===== src/design/textured_column_rasterizer_macros.svh =====
// assertion macros shared by the textured column rasterizer modules
`ifndef TEXTURED_COLUMN_RASTERIZER_MACROS_SVH
`define TEXTURED_COLUMN_RASTERIZER_MACROS_SVH
`ifndef SYNTHESIS
// same-cycle implication, sampled on clk, off while rst_n is low
`define TCR_ASSERT_IMP(lbl, ante, cons) \
  lbl: assert property (@(posedge clk) disable iff (!rst_n) (ante) |-> (cons)) \
    else $error("tcr assertion failed: same-cycle implication");
// next-cycle implication, sampled on clk, off while rst_n is low
`define TCR_ASSERT_NXT(lbl, ante, cons) \
  lbl: assert property (@(posedge clk) disable iff (!rst_n) (ante) |=> (cons)) \
    else $error("tcr assertion failed: next-cycle implication");
`else
`define TCR_ASSERT_IMP(lbl, ante, cons)
`define TCR_ASSERT_NXT(lbl, ante, cons)
`endif
`endif


===== src/design/tcr_pkg.sv =====
// shared types and constants of the textured column rasterizer
package tcr_pkg;

  // screen geometry
  localparam int SCREEN_WIDTH = 256;
  localparam int VIEW_HEIGHT  = 64;
  localparam int ROW_W        = 6;
  localparam int COL_W        = 8;
  localparam int ADDR_W       = 16;
  localparam int COLUMN_SHIFT = 2;

  // texture walk: start and step come from bits 22:7
  localparam int WALK_SHIFT   = (8 - 1);
  localparam int TEXEL_SHIFT  = (8 + 1);
  localparam int WALK_W       = 16;
  localparam int PROD_W       = WALK_SHIFT + WALK_W;
  localparam int DIFF_W       = 9;

  // tables
  localparam int CT_DEPTH     = 256;
  localparam int CT_AW        = 8;
  localparam int TEX_DEPTH    = 128;
  localparam int TEX_AW       = WALK_W - TEXEL_SHIFT;
  localparam int DATA_W       = 8;

  // command queue between front and back
  localparam int QUEUE_DEPTH  = 2;
  localparam int QUEUE_AW     = 1;
  localparam int QUEUE_CW     = 2;

  // configuration
  localparam logic [7:0] CENTER_RESET = 8'd32;

  // stream widths
  localparam int IN_DATA_W    = 104;
  localparam int OUT_DATA_W   = 24;

  typedef enum logic [1:0] {
    MODE_TABLE    = 2'd0,
    MODE_TEXEL    = 2'd1,
    MODE_TEXTURED = 2'd2,
    MODE_FLAT     = 2'd3
  } mode_t;

  typedef enum logic [1:0] {
    FS_IDLE,
    FS_HOLD,
    FS_MUL
  } front_state_t;

  // input request payload, last field in the lowest bits
  typedef struct packed {
    logic [3:0]        spare;
    logic [31:0]       inv_scale;
    logic [31:0]       texture_mid;
    logic [ROW_W-1:0]  bottom_row;
    logic [ROW_W-1:0]  top_row;
    logic [COL_W-1:0]  column;
    logic [DATA_W-1:0] table_value;
    logic [DATA_W-1:0] table_index;
  } in_item_t;

  // result payload, last field in the lowest bits
  typedef struct packed {
    logic [DATA_W-1:0] pixel_color;
    logic [ADDR_W-1:0] pixel_address;
  } out_item_t;

  // classified draw passed from front to back
  typedef struct packed {
    logic              textured;
    logic [COL_W-1:0]  column;
    logic [ROW_W-1:0]  top_row;
    logic [ROW_W-1:0]  bottom_row;
    logic [WALK_W-1:0] walk;
    logic [WALK_W-1:0] step;
    logic [DATA_W-1:0] color;
  } draw_cmd_t;

  // table load port driven by the front
  typedef struct packed {
    logic              color_we;
    logic [CT_AW-1:0]  color_addr;
    logic              texel_we;
    logic [TEX_AW-1:0] texel_addr;
    logic [DATA_W-1:0] data;
  } tbl_wr_t;

endpackage


===== src/design/tcr_ram.sv =====
// generic single-write, single-read ram with registered read data
module tcr_ram #(
  parameter int WIDTH = 8,
  parameter int DEPTH = 256
) (
  input  logic                     clk,
  input  logic                     we,
  input  logic [$clog2(DEPTH)-1:0] waddr,
  input  logic [WIDTH-1:0]         wdata,
  input  logic                     re,
  input  logic [$clog2(DEPTH)-1:0] raddr,
  output logic [WIDTH-1:0]         rdata
);

  logic [WIDTH-1:0] mem_r [DEPTH];
  logic [WIDTH-1:0] rdata_r;

  // write port
  always_ff @(posedge clk) begin
    if (we) begin
      mem_r[waddr] <= wdata;
    end
  end

  // read port, data holds while re is low
  always_ff @(posedge clk) begin
    if (re) begin
      rdata_r <= mem_r[raddr];
    end
  end

  assign rdata = rdata_r;

endmodule


===== src/design/tcr_front.sv =====
// front end: takes requests, performs table loads, prepares draw commands
`include "textured_column_rasterizer_macros.svh"
module tcr_front
  import tcr_pkg::*;
(
  input  logic         clk,
  input  logic         rst_n,
  input  logic         in_tvalid,
  output logic         in_tready,
  input  mode_t        in_mode,
  input  in_item_t     in_item,
  input  logic [7:0]   center_row,
  input  logic         drained,
  output tbl_wr_t      wr,
  output logic         cmd_valid,
  input  logic         cmd_ready,
  output draw_cmd_t    cmd
);

  front_state_t      state_r, state_nxt;
  mode_t             mode_r;
  in_item_t          item_r;
  logic [PROD_W-1:0] prod_r, prod_nxt;

  logic [ROW_W-1:0]  bot_sat;
  logic              empty_col;
  logic [DIFF_W-1:0] diff;
  logic [31:0]       diff_ext;
  logic [31:0]       prod_full;
  logic [PROD_W-1:0] start;

  // clamp bottom to the view and spot empty columns
  always_comb begin
    if ({1'b0, item_r.bottom_row} > 7'(VIEW_HEIGHT - 1)) begin
      bot_sat = ROW_W'(VIEW_HEIGHT - 1);
    end else begin
      bot_sat = item_r.bottom_row;
    end
    empty_col = bot_sat < item_r.top_row;
  end

  // texture offset: (top - center) * inv_scale, low bits only
  assign diff      = DIFF_W'({3'b000, item_r.top_row}) - DIFF_W'({1'b0, center_row});
  assign diff_ext  = {{(32 - DIFF_W){diff[DIFF_W-1]}}, diff};
  assign prod_full = diff_ext * item_r.inv_scale;
  assign start     = item_r.texture_mid[PROD_W-1:0] + prod_r;

  // draw command from the held request
  always_comb begin
    cmd.textured   = (mode_r == MODE_TEXTURED);
    cmd.column     = item_r.column;
    cmd.top_row    = item_r.top_row;
    cmd.bottom_row = bot_sat;
    cmd.walk       = start[PROD_W-1 -: WALK_W];
    cmd.step       = item_r.inv_scale[PROD_W-1 -: WALK_W];
    cmd.color      = item_r.table_value;
  end

  // state register
  always_ff @(posedge clk) begin
    if (!rst_n) begin
      state_r <= FS_IDLE;
    end else begin
      state_r <= state_nxt;
    end
  end

  // held request and product
  always_ff @(posedge clk) begin
    if (in_tvalid && in_tready) begin
      mode_r <= in_mode;
      item_r <= in_item;
    end
    prod_r <= prod_nxt;
  end

  // next state and outputs
  always_comb begin
    state_nxt     = state_r;
    prod_nxt      = prod_r;
    in_tready     = 1'b0;
    cmd_valid     = 1'b0;
    wr.color_we   = 1'b0;
    wr.color_addr = item_r.table_index;
    wr.texel_we   = 1'b0;
    wr.texel_addr = item_r.table_index[TEX_AW-1:0];
    wr.data       = item_r.table_value;
    unique case (state_r)
      FS_IDLE: begin
        in_tready = 1'b1;
        if (in_tvalid) begin
          state_nxt = FS_HOLD;
        end
      end
      FS_HOLD: begin
        unique case (mode_r)
          MODE_TABLE: begin
            // loads wait until no earlier draw still reads the tables
            if (drained) begin
              wr.color_we = 1'b1;
              state_nxt   = FS_IDLE;
            end
          end
          MODE_TEXEL: begin
            if (drained) begin
              wr.texel_we = (item_r.table_index < 8'(TEX_DEPTH));
              state_nxt   = FS_IDLE;
            end
          end
          MODE_TEXTURED, MODE_FLAT: begin
            if (empty_col) begin
              state_nxt = FS_IDLE;
            end else begin
              prod_nxt  = prod_full[PROD_W-1:0];
              state_nxt = FS_MUL;
            end
          end
          default: state_nxt = FS_IDLE;
        endcase
      end
      FS_MUL: begin
        cmd_valid = 1'b1;
        if (cmd_ready) begin
          state_nxt = FS_IDLE;
        end
      end
      default: state_nxt = FS_IDLE;
    endcase
  end

  `TCR_ASSERT_IMP(a_load_when_drained, wr.color_we || wr.texel_we, drained)

endmodule


===== src/design/tcr_cmd_queue.sv =====
// two-entry queue of draw commands between front and back
`include "textured_column_rasterizer_macros.svh"
module tcr_cmd_queue
  import tcr_pkg::*;
(
  input  logic      clk,
  input  logic      rst_n,
  input  logic      push_valid,
  output logic      push_ready,
  input  draw_cmd_t push_cmd,
  output logic      pop_valid,
  input  logic      pop_ready,
  output draw_cmd_t pop_cmd,
  output logic      empty
);

  draw_cmd_t           slot_r [QUEUE_DEPTH];
  logic [QUEUE_AW-1:0] wr_ptr_r, rd_ptr_r;
  logic [QUEUE_CW-1:0] count_r;
  logic                push, pop;

  assign push_ready = count_r != QUEUE_CW'(QUEUE_DEPTH);
  assign pop_valid  = count_r != '0;
  assign empty      = count_r == '0;
  assign push       = push_valid && push_ready;
  assign pop        = pop_valid && pop_ready;
  assign pop_cmd    = slot_r[rd_ptr_r];

  // pointers and fill count
  always_ff @(posedge clk) begin
    if (!rst_n) begin
      wr_ptr_r <= '0;
      rd_ptr_r <= '0;
      count_r  <= '0;
    end else begin
      if (push) begin
        wr_ptr_r <= wr_ptr_r + 1'b1;
      end
      if (pop) begin
        rd_ptr_r <= rd_ptr_r + 1'b1;
      end
      priority if (push && !pop) begin
        count_r <= count_r + 1'b1;
      end else if (pop && !push) begin
        count_r <= count_r - 1'b1;
      end
    end
  end

  // entry storage
  always_ff @(posedge clk) begin
    if (push) begin
      slot_r[wr_ptr_r] <= push_cmd;
    end
  end

  `TCR_ASSERT_IMP(a_q_ptrs_empty, count_r == '0, wr_ptr_r == rd_ptr_r)

endmodule


===== src/design/tcr_back.sv =====
// back end: walks the rows of a draw and looks up texel and color per pixel
`include "textured_column_rasterizer_macros.svh"
module tcr_back
  import tcr_pkg::*;
(
  input  logic                  clk,
  input  logic                  rst_n,
  input  logic                  cmd_valid,
  output logic                  cmd_ready,
  input  draw_cmd_t             cmd,
  output logic                  tex_re,
  output logic [TEX_AW-1:0]     tex_addr,
  input  logic [DATA_W-1:0]     tex_q,
  output logic                  color_re,
  output logic [CT_AW-1:0]      color_addr,
  input  logic [DATA_W-1:0]     color_q,
  output logic                  idle,
  output logic                  out_tvalid,
  input  logic                  out_tready,
  output out_item_t             out_item,
  output logic                  out_tlast
);

  logic              busy_r;
  draw_cmd_t         cmd_r;
  logic [ROW_W-1:0]  row_r;

  logic              s1_valid_r, s1_last_r, s1_textured_r;
  logic [ADDR_W-1:0] s1_addr_r;
  logic [DATA_W-1:0] s1_color_r;
  logic              s2_valid_r, s2_last_r, s2_textured_r;
  logic [ADDR_W-1:0] s2_addr_r;
  logic [DATA_W-1:0] s2_color_r;

  logic              out_valid_r, out_last_r;
  out_item_t         out_item_r;

  logic              adv, issue, row_last;
  logic [ADDR_W-1:0] pix_addr;

  // whole pipeline moves when the output register is free or drained
  assign adv       = !out_valid_r || out_tready;
  assign issue     = busy_r && adv;
  assign row_last  = row_r == cmd_r.bottom_row;
  assign cmd_ready = !busy_r;
  assign idle      = !busy_r && !s1_valid_r && !s2_valid_r;
  assign pix_addr  = ADDR_W'(32'(row_r) * SCREEN_WIDTH)
                   + ADDR_W'(32'(cmd_r.column) << COLUMN_SHIFT);

  // ram reads: texel from the walk, then color from the texel
  assign tex_re     = adv;
  assign tex_addr   = cmd_r.walk[WALK_W-1 -: TEX_AW];
  assign color_re   = adv;
  assign color_addr = tex_q;

  // row sequencer control
  always_ff @(posedge clk) begin
    if (!rst_n) begin
      busy_r <= 1'b0;
    end else if (!busy_r) begin
      busy_r <= cmd_valid;
    end else if (issue && row_last) begin
      busy_r <= 1'b0;
    end
  end

  // row sequencer data
  always_ff @(posedge clk) begin
    if (!busy_r && cmd_valid) begin
      cmd_r <= cmd;
      row_r <= cmd.top_row;
    end else if (issue) begin
      row_r      <= row_r + 1'b1;
      cmd_r.walk <= cmd_r.walk + cmd_r.step;
    end
  end

  // stage valids and output valid
  always_ff @(posedge clk) begin
    if (!rst_n) begin
      s1_valid_r  <= 1'b0;
      s2_valid_r  <= 1'b0;
      out_valid_r <= 1'b0;
    end else if (adv) begin
      s1_valid_r  <= issue;
      s2_valid_r  <= s1_valid_r;
      out_valid_r <= s2_valid_r;
    end
  end

  // stage payloads
  always_ff @(posedge clk) begin
    if (adv) begin
      s1_addr_r                <= pix_addr;
      s1_last_r                <= row_last;
      s1_textured_r            <= cmd_r.textured;
      s1_color_r               <= cmd_r.color;
      s2_addr_r                <= s1_addr_r;
      s2_last_r                <= s1_last_r;
      s2_textured_r            <= s1_textured_r;
      s2_color_r               <= s1_color_r;
      out_item_r.pixel_address <= s2_addr_r;
      out_item_r.pixel_color   <= s2_textured_r ? color_q : s2_color_r;
      out_last_r               <= s2_last_r;
    end
  end

  assign out_tvalid = out_valid_r;
  assign out_item   = out_item_r;
  assign out_tlast  = out_last_r;

  `TCR_ASSERT_IMP(a_row_in_range, busy_r, row_r <= cmd_r.bottom_row)
  `TCR_ASSERT_NXT(a_last_row_ends, issue && row_last, !busy_r)

endmodule


===== src/design/textured_column_rasterizer.sv =====
// top level of the textured column rasterizer
//
// in_* carries requests: mode in in_tuser selects a color table load, a
// texel load, a textured column or a flat column. out_* carries one pixel
// per drawn row, top to bottom, with out_tlast on the column's last pixel.
// cfg_we/cfg_wdata set the horizon center row; write it only while idle.
//
// the front holds one request at a time: it captures it, does the
// offset multiply, then hands the draw to a 2-entry queue; a load or
// an empty column goes back to idle without a hand-off. loads wait
// until all queued and running draws have finished their table reads.
// the back emits one pixel per cycle while out_tready is high once a
// draw is running; it takes the next draw from the queue only after it
// has issued the last row of the current one.
// the back walks rows through a 3-stage chain (texel ram read, color ram
// read, output register); a low out_tready freezes the whole chain and the
// queue and front fill up behind it without loss.
// reset (rst_n low, synchronous) empties the queue and pipeline and sets
// the center row to 32; the table contents stay undefined until loaded.
module textured_column_rasterizer
  import tcr_pkg::*;
(
  input  logic                  clk,
  input  logic                  rst_n,
  input  logic                  in_tvalid,
  output logic                  in_tready,
  // mode[1:0]
  input  logic [1:0]            in_tuser,
  // table_index[7:0], table_value[15:8], column[23:16], top_row[29:24],
  // bottom_row[35:30], texture_mid[67:36], inv_scale[99:68], zero pad
  input  logic [IN_DATA_W-1:0]  in_tdata,
  output logic                  out_tvalid,
  input  logic                  out_tready,
  // pixel_address[15:0], pixel_color[23:16]
  output logic [OUT_DATA_W-1:0] out_tdata,
  output logic                  out_tlast,
  input  logic                  cfg_we,
  input  logic [7:0]            cfg_wdata
);

  logic [7:0]        center_r;
  tbl_wr_t           wr;
  logic              f_cmd_valid, f_cmd_ready;
  draw_cmd_t         f_cmd;
  logic              b_cmd_valid, b_cmd_ready;
  draw_cmd_t         b_cmd;
  logic              q_empty, back_idle;
  logic              tex_re, color_re;
  logic [TEX_AW-1:0] tex_addr;
  logic [CT_AW-1:0]  color_addr;
  logic [DATA_W-1:0] tex_q, color_q;
  out_item_t         out_item;

  // center row register
  always_ff @(posedge clk) begin
    if (!rst_n) begin
      center_r <= CENTER_RESET;
    end else if (cfg_we) begin
      center_r <= cfg_wdata;
    end
  end

  tcr_front u_front (
    .clk        (clk),
    .rst_n      (rst_n),
    .in_tvalid  (in_tvalid),
    .in_tready  (in_tready),
    .in_mode    (mode_t'(in_tuser)),
    .in_item    (in_item_t'(in_tdata)),
    .center_row (center_r),
    .drained    (q_empty && back_idle),
    .wr         (wr),
    .cmd_valid  (f_cmd_valid),
    .cmd_ready  (f_cmd_ready),
    .cmd        (f_cmd)
  );

  tcr_cmd_queue u_queue (
    .clk        (clk),
    .rst_n      (rst_n),
    .push_valid (f_cmd_valid),
    .push_ready (f_cmd_ready),
    .push_cmd   (f_cmd),
    .pop_valid  (b_cmd_valid),
    .pop_ready  (b_cmd_ready),
    .pop_cmd    (b_cmd),
    .empty      (q_empty)
  );

  tcr_ram #(.WIDTH(DATA_W), .DEPTH(TEX_DEPTH)) u_texel_ram (
    .clk   (clk),
    .we    (wr.texel_we),
    .waddr (wr.texel_addr),
    .wdata (wr.data),
    .re    (tex_re),
    .raddr (tex_addr),
    .rdata (tex_q)
  );

  tcr_ram #(.WIDTH(DATA_W), .DEPTH(CT_DEPTH)) u_color_ram (
    .clk   (clk),
    .we    (wr.color_we),
    .waddr (wr.color_addr),
    .wdata (wr.data),
    .re    (color_re),
    .raddr (color_addr),
    .rdata (color_q)
  );

  tcr_back u_back (
    .clk        (clk),
    .rst_n      (rst_n),
    .cmd_valid  (b_cmd_valid),
    .cmd_ready  (b_cmd_ready),
    .cmd        (b_cmd),
    .tex_re     (tex_re),
    .tex_addr   (tex_addr),
    .tex_q      (tex_q),
    .color_re   (color_re),
    .color_addr (color_addr),
    .color_q    (color_q),
    .idle       (back_idle),
    .out_tvalid (out_tvalid),
    .out_tready (out_tready),
    .out_item   (out_item),
    .out_tlast  (out_tlast)
  );

  assign out_tdata = out_item;

endmodule


===== config.mk =====
export PLATFORM = sky130hd
export DESIGN_NAME = textured_column_rasterizer
export DESIGN_NICKNAME = d
export VERILOG_FILES = /design/src/design/tcr_pkg.sv /design/src/design/tcr_ram.sv /design/src/design/tcr_front.sv /design/src/design/tcr_cmd_queue.sv /design/src/design/tcr_back.sv /design/src/design/textured_column_rasterizer.sv
export VERILOG_INCLUDE_DIRS = /design/src /design/src/design
export SDC_FILE = /design/constraint.sdc
export NUM_CORES = 2
export LEC_CHECK = 0
export BUFFER_PORTS_ARGS = -buffer_cell sky130_fd_sc_hd__buf_4
export CORE_AREA = 2 2 686 688
export DETAILED_ROUTE_END_ITERATION = 8
export DIE_AREA = 0 0 688 690
export PLACE_DENSITY = 0.52
export SLEW_MARGIN = 40
export SYNTH_ARGS = -nofsm -noshare
export SYNTH_HDL_FRONTEND = slang
export SYNTH_HIERARCHICAL = 1
export SYNTH_SLANG_ARGS = --single-unit

===== constraint.sdc =====
create_clock -name clk -period 10.9 [get_ports clk]
set_input_delay 0.545 -clock clk [delete_from_list [all_inputs] [get_ports clk]]
set_output_delay 0.545 -clock clk [all_outputs]
set_load 0.02 [all_outputs]

* Yosys cells after proc, flatten, opt, wreduce, memory -nomap -nowiden *
Memories as Yosys holds them, arrays and structs flattened. A register that Yosys moved wholly into a read port is not among the register bits.
Cells that the tools add are included.

storage, ports and cells
  input bits = 119
  memory bits (writable) = 3194
  word-level logic and storage cells = 120
  register bits after elaboration = 272
  memories = 3
  output and inout port bits = 27

cells by class
  reductions and logical operators = 27
  equal/unequal tests = 10
  $lt $le $gt $ge = 2
  mux-type cells = 31
  $mul = 1
  bitwise operators = 1
  add/subtract/negate cells = 9

memory list
  memory             words  width  read ports  clocked after Yosys merged registers in  write ports  line                 text
  u_color_ram.mem_r  256    8      1           1                                        1            tcr_ram.sv:15        logic [WIDTH-1:0] mem_r [DEPTH];
  u_texel_ram.mem_r  128    8      1           1                                        1            tcr_ram.sv:15
  u_queue.slot_r     2      61     1           1                                        1            tcr_cmd_queue.sv:17  draw_cmd_t slot_r [QUEUE_DEPTH];

operators by type and width
  cell                                           number
  multiplier 9 x 32 -> 23 bit                    1
  two-way mux 16 bit                             2
  adder 23 bit                                   1
  two-way mux 1 bit                              18
  adder 16 bit                                   1
  adder 14 x 10 -> 15 bit                        1
  two-way mux 2 bit                              6
  two-way mux 6 bit                              2
  logical AND 1 bit                              10
  subtractor 6 x 8 -> 9 bit                      1
  < comparator 8 bit, second input constant      1
  two-way mux 8 bit                              1
  adder 6 x 1 -> 6 bit, second input constant    1
  == test 2 bit, second input constant           3
  == test 6 bit                                  1
  zero test 1 bit                                6
  zero test 2 bit                                3
  < comparator 6 bit                             1
  one-hot mux 2 bit (3 select lines)             1
  AND reduction 3 bit                            2
  nonzero test 2 bit                             3
  == test 2 x 1 -> 1 bit, second input constant  2
  != test 2 bit, second input constant           2
  one-hot mux 2 bit (2 select lines)             1
  8 further kinds                                10

* Depth between registers and ports, before layout *
  depth in word-level cells = 9
  gate-level depth with buffers = 27

* Cells and area by module *
Netlist, hierarchy kept.

by module, submodules not included
  module                      cells each  instances  area each (µm²)
  tcr_ram (u_color_ram)       3733        1          79636.4
  tcr_ram (u_texel_ram)       1635        1          39745.6
  tcr_front                   874         1          10047.1
  tcr_back                    369         1          5552.8
  tcr_cmd_queue               215         1          4631.9
  textured_column_rasterizer  26          1          305.3

* Worst setup path after synthesis *
OpenSTA, ideal clock, no wires.

  path type = register -> register
  start point = register u_front.item_r (netlist bit u_front/cmd[46])
  end point = register u_front.prod_r[22], data pin
  stages on the path, launching flop included = 28
  arrival = 6779 ps
  slack = 3853 ps
  required time = 10632 ps
  clock period less this slack = 7047 ps
  buffers on the path = 1
  library setup time = 268 ps
  cells stage by stage = edfxtp_1 -> inv_1 -> ha_1 -> fa_1 -> nand2b_1 -> a211oi_2 -> o21ai_1 -> nand2b_1 -> xor2_1 -> clkbuf_1 -> nand2b_1 -> fa_1 -> fa_1 -> inv_1 -> fa_1 -> fa_1 -> inv_1 -> fa_1 -> inv_1 -> ha_1 -> nand3_1 -> o211ai_2 -> o41a_4 -> a21oi_4 -> nand2b_1 -> a21o_1 -> a21oi_2 -> xnor3_1

between the ends
  longest elaborated chain between the ends = 2

ends and longest elaborated chain
  item                             line             text
  start, declared                  tcr_front.sv:22  in_item_t item_r;
  start signal, assigned           tcr_front.sv:72  item_r <= in_item;
  subtractor 6 x 8 -> 9 bit        tcr_front.sv:43  assign diff = DIFF_W'({3'b000, item_r.top_row}) - DIFF_W'({1'b0, center_row});
  multiplier 9 x 32 -> 23 bit      tcr_front.sv:45  assign prod_full = diff_ext * item_r.inv_scale;
  named net u_front.prod_full[22]  tcr_front.sv:29  logic [31:0] prod_full;
  end signal, assigned             tcr_front.sv:74  prod_r <= prod_nxt;
  end, declared                    tcr_front.sv:23  logic [PROD_W-1:0] prod_r, prod_nxt;

The timed path passes the listed nets, and every way through them passes these cells.
A chain may end at the register's enable or synchronous reset.

* Final worst setup path *
  start point = register u_front.item_r (netlist bit u_front/cmd[48])
  end point = register u_front.prod_r[22], data pin

The elaborated chain is that of the path after synthesis.

==> key figures <==
Layout
  – Nets@finish: 7517
  – Fillers: 43581
  – Commonest non-fill, non-tap cells in the layout: edfxtp_1, mux4_2, clkbuf_16
  – Area grow syn2layout: 15.1%
  – Design area: 161000 um^2
  – Commonest non-fill, non-tap cell in the layout: edfxtp_1
  – Layout cells sized above 1: 25.9%

Clock network
  – TritonCTS Sinks: 3465
  – CTS root buf: clkbuf_16
  – Post-CTS sizing: 0
  – Clock latency on the worst-skew pair: 0.96 ns
  – Worst-path clk slew: 0.06 ns
  – CTS tree: yes
  – H-tree depth: 5
  – CTS buffer count: 359
  – Clk buf depth: 4

Global routing
  – GR peak layer: met2
  – Grt met2 use: 23.9%
  – Largest net degree at the start of global routing: 181
  – GRT met1 Usage: 19.5%
  – Number of global-route vias before repair: 69912
  – Initial antenna violation count: 18
  – Total Routing Usage GR: 14.3%
  – Met3 Use GR: 2.17%
  – First-pass GRT wire length: 502 mm
  – Total gr overflow: 0

Min path
  – Hold depth: 2
  – Hold Crit Start: in_tdata[7]
  – Worst Hold End: u_front/wr[23]
  – Hold crit path type: in -> reg

Logic synthesis
  – Flop and latch count out of synthesis: 3465
  – Ys async rst share: 0%
  – Most used DFF post-synth: edfxtp_1
  – Top cell type's share of synthesized area: 74.0%
  – Synthesized cell area: 140000 um^2
  – Mean Syn Cell Area: 20.4 um^2
  – Number of synthesized flops with an enable pin: 3446
  – Synth area leader: edfxtp_1
  – Synth cell types: 99
  – Area contributors post-synth: edfxtp_1, mux4_2, fa_1, nor2_1, mux2i_1
  – Yosys warnings: 6
  – Post-synthesis cell count: 6852
  – Post-synthesis sequential area ratio: 74.2%

Route
  – Residual DRC: 0
  – Total Wirelength: 348 mm
  – DRT Pass-1 Iters: 5
  – WL/cell: 25.5 um
  – Routed Antenna Nets: 0
  – Total number of vias: 67347
  – First DRT Iteration DRCs: 6211
  – Vias per inst: 4.93

STA
  – Relative slew slack: 33.8%
  – Fmax: 136 MHz
  – Final setup viols: 0
  – Crit share post-route: 67.7%
  – Minimum clock period after layout: 7.38 ns
  – Final TNS setup: 0 ns
  – Worst slew pin tran: 0.984 ns
  – Final hold slack: 0.321 ns
  – Setup repair after global routing missed its margin: no
  – Fin. max-slew vios: 0
  – Layout Skew: 0.0566 ns
  – Final Hold Viols: 0

Placed design
  – Final HPWL DP: 212 mm
  – Cell Area, Placed: 148000 um^2
  – Gpl congestion: 0.786
  – Port Buffers: 120

Run
  – Max-cap violations: 0

Die
  – Width of the die: 688 um
  – Die H: 690 um
  – Initial Utilization: 30.0%
  – Full die area: 475000 um^2
  – IO Count: 146
  – Row cnt: 251
  – Core area: 467000 um^2

Worst setup path
  – CP most frequent cell: fa_1
  – Crit path launch type: flop
  – Critical Path RT: 11.56 ns
  – Crit path kind: reg -> reg
  – Arrival @ worst endpoint: 8.04 ns
  – CP max FO: 16
  – Crit-path max cell delay: 0.58 ns
  – Worst R2R End: u_front/prod_r[22]
  – Setup crit end kind: flop
  – R2R Path Start: u_front/cmd[48]
  – R2R cell count: 26
  – R2R setup slack: 3.52 ns
  – CP max-delay cell: fa_1

Pwr
  – Leak Pwr: 50.2 nW
  – Maximum VDD drop: 301 uV
  – Total power: 41.9 mW
  – Power Density: 260 nW/um^2

Status
  – Status: finished clean
==> worst max-delay path: cells and delay by family (launching register included) <==
kind | cells | cell delay, ns
AOI/OAI and AO/OA | 8 | 1.83
xor gates and xnor gates | 2 | 0.52
adders and majority gates | 7 | 3.39
buffers and inverters | 4 | 0.42
DFF | 1 | 0.44
and+or+nand+nor | 5 | 0.51
==> state kept, by name, summed over array words and instances, names as in the netlist, 6 cells and up, named ones only <==
register,count
u_color_ram/mem_r,2048
u_texel_ram/mem_r,1024
u_queue/slot_r,122
u_back/cmd_r,48
u_front/cmd,38
u_front/item_r,30
u_front/prod_r,23
u_back/out_item,21
u_back/s1_addr_r,13
u_back/s2_addr_r,13
center_r,8
u_back/s1_color_r,8
u_back/s2_color_r,8
u_color_ram/rdata,8
u_front/wr,8
u_texel_ram/rdata,8
u_back/tex_addr,7
u_back/row_r,6
u_front/bot_sat,6
==> how the worst max path moves through the flow <==
stage                         start            endpoint  slack, ns  cells past startpoint
global placement    u_front/cmd[48]  u_front/prod_r[22]       3.46                     26
detailed placement  u_front/cmd[48]  u_front/prod_r[22]       3.49                     26
global route        u_front/cmd[46]  u_front/prod_r[22]       3.20                     27
finish              u_front/cmd[48]  u_front/prod_r[22]       3.52                     26
CTS                 u_front/cmd[48]  u_front/prod_r[22]       3.47                     26
floorplan           u_front/cmd[46]  u_front/prod_r[22]       3.85                     27
==> synthesized netlist by cell type, types with 46 or more instances <==
cell	n
buf_2	56
fa_1	120
ha_1	99
and2_1	80
nand2_1	126
buf_4	124
a22oi_1	133
mux4_2	790
nand3_1	53
nor2b_1	78
o221ai_1	46
nor2_1	453
a21oi_1	142
edfxtp_1	3446
mux2i_1	143
nand2b_1	58
mux2_2	79
inv_1	111
clkbuf_1	178
==> cells by family (layout without fill, tap and decap cells) <==
logic type,Yosys count,in the layout,share of synthesized area [%]
xor+xnor,73,73,0.506
buf+inv,555,1168,2.19
simple gates,988,988,3.38
fa+ha+maj,219,219,2.60
flops,3465,3465,74.2
mux,1014,1014,14.4
compound gates,537,537,2.68
other cells,1,10,0.00268
==> stage by stage <==
| step | setup WS (ns) | std cells | utilization (%) |
|---|---|---|---|
| 4_1_cts | 3.47 | 13653 | 34.4 |
| 2_1_floorplan | 3.85 | 6854 | - |
| 3_5_place_dp | 3.49 | 12893 | 31.7 |
| 3_3_place_gp | 3.46 | 12874 | 31.6 |
| 5_1_grt | 3.20 | 13666 | 34.5 |
| 6_report | 3.52 | 13672 | 34.5 |
==> what timing repair did <==
action                    CTS  global route
hold endpoints to repair  105             0
hold buffers              111             0
buffers inserted            0             0
==> power by group <==
part | internal [mW] | switching [mW] | total (mW) | leakage, nW
sequential | 15.5 | 0.238 | 15.7 | 31.3
clock | 6.64 | 5.14 | 11.8 | 5.45
combinational | 6.24 | 8.16 | 14.4 | 13.4
==> area by class of cell <==
cell class	count	area, um^2	area share (%)
Clock buffer	449	9450	5.87
Clock inverter	200	1750	1.09
Inverter	112	423	0.263
Sequential cell	3465	104000	64.5
Timing Repair Buffer	407	3960	2.46
Antenna cell	7	17.5	0.0109
Multi-Input combinational cell	2834	33800	21.0
Tap cell	6198	7750	4.82
==> layer usage <==
layer  share of wire, %  up-vias
li1                   -    28565
met1                 43    36335
met2                 50     1992
met3                5.2      453
met4                2.4        2
met5             0.0043        -
Power figures use the tool's default switching activity.
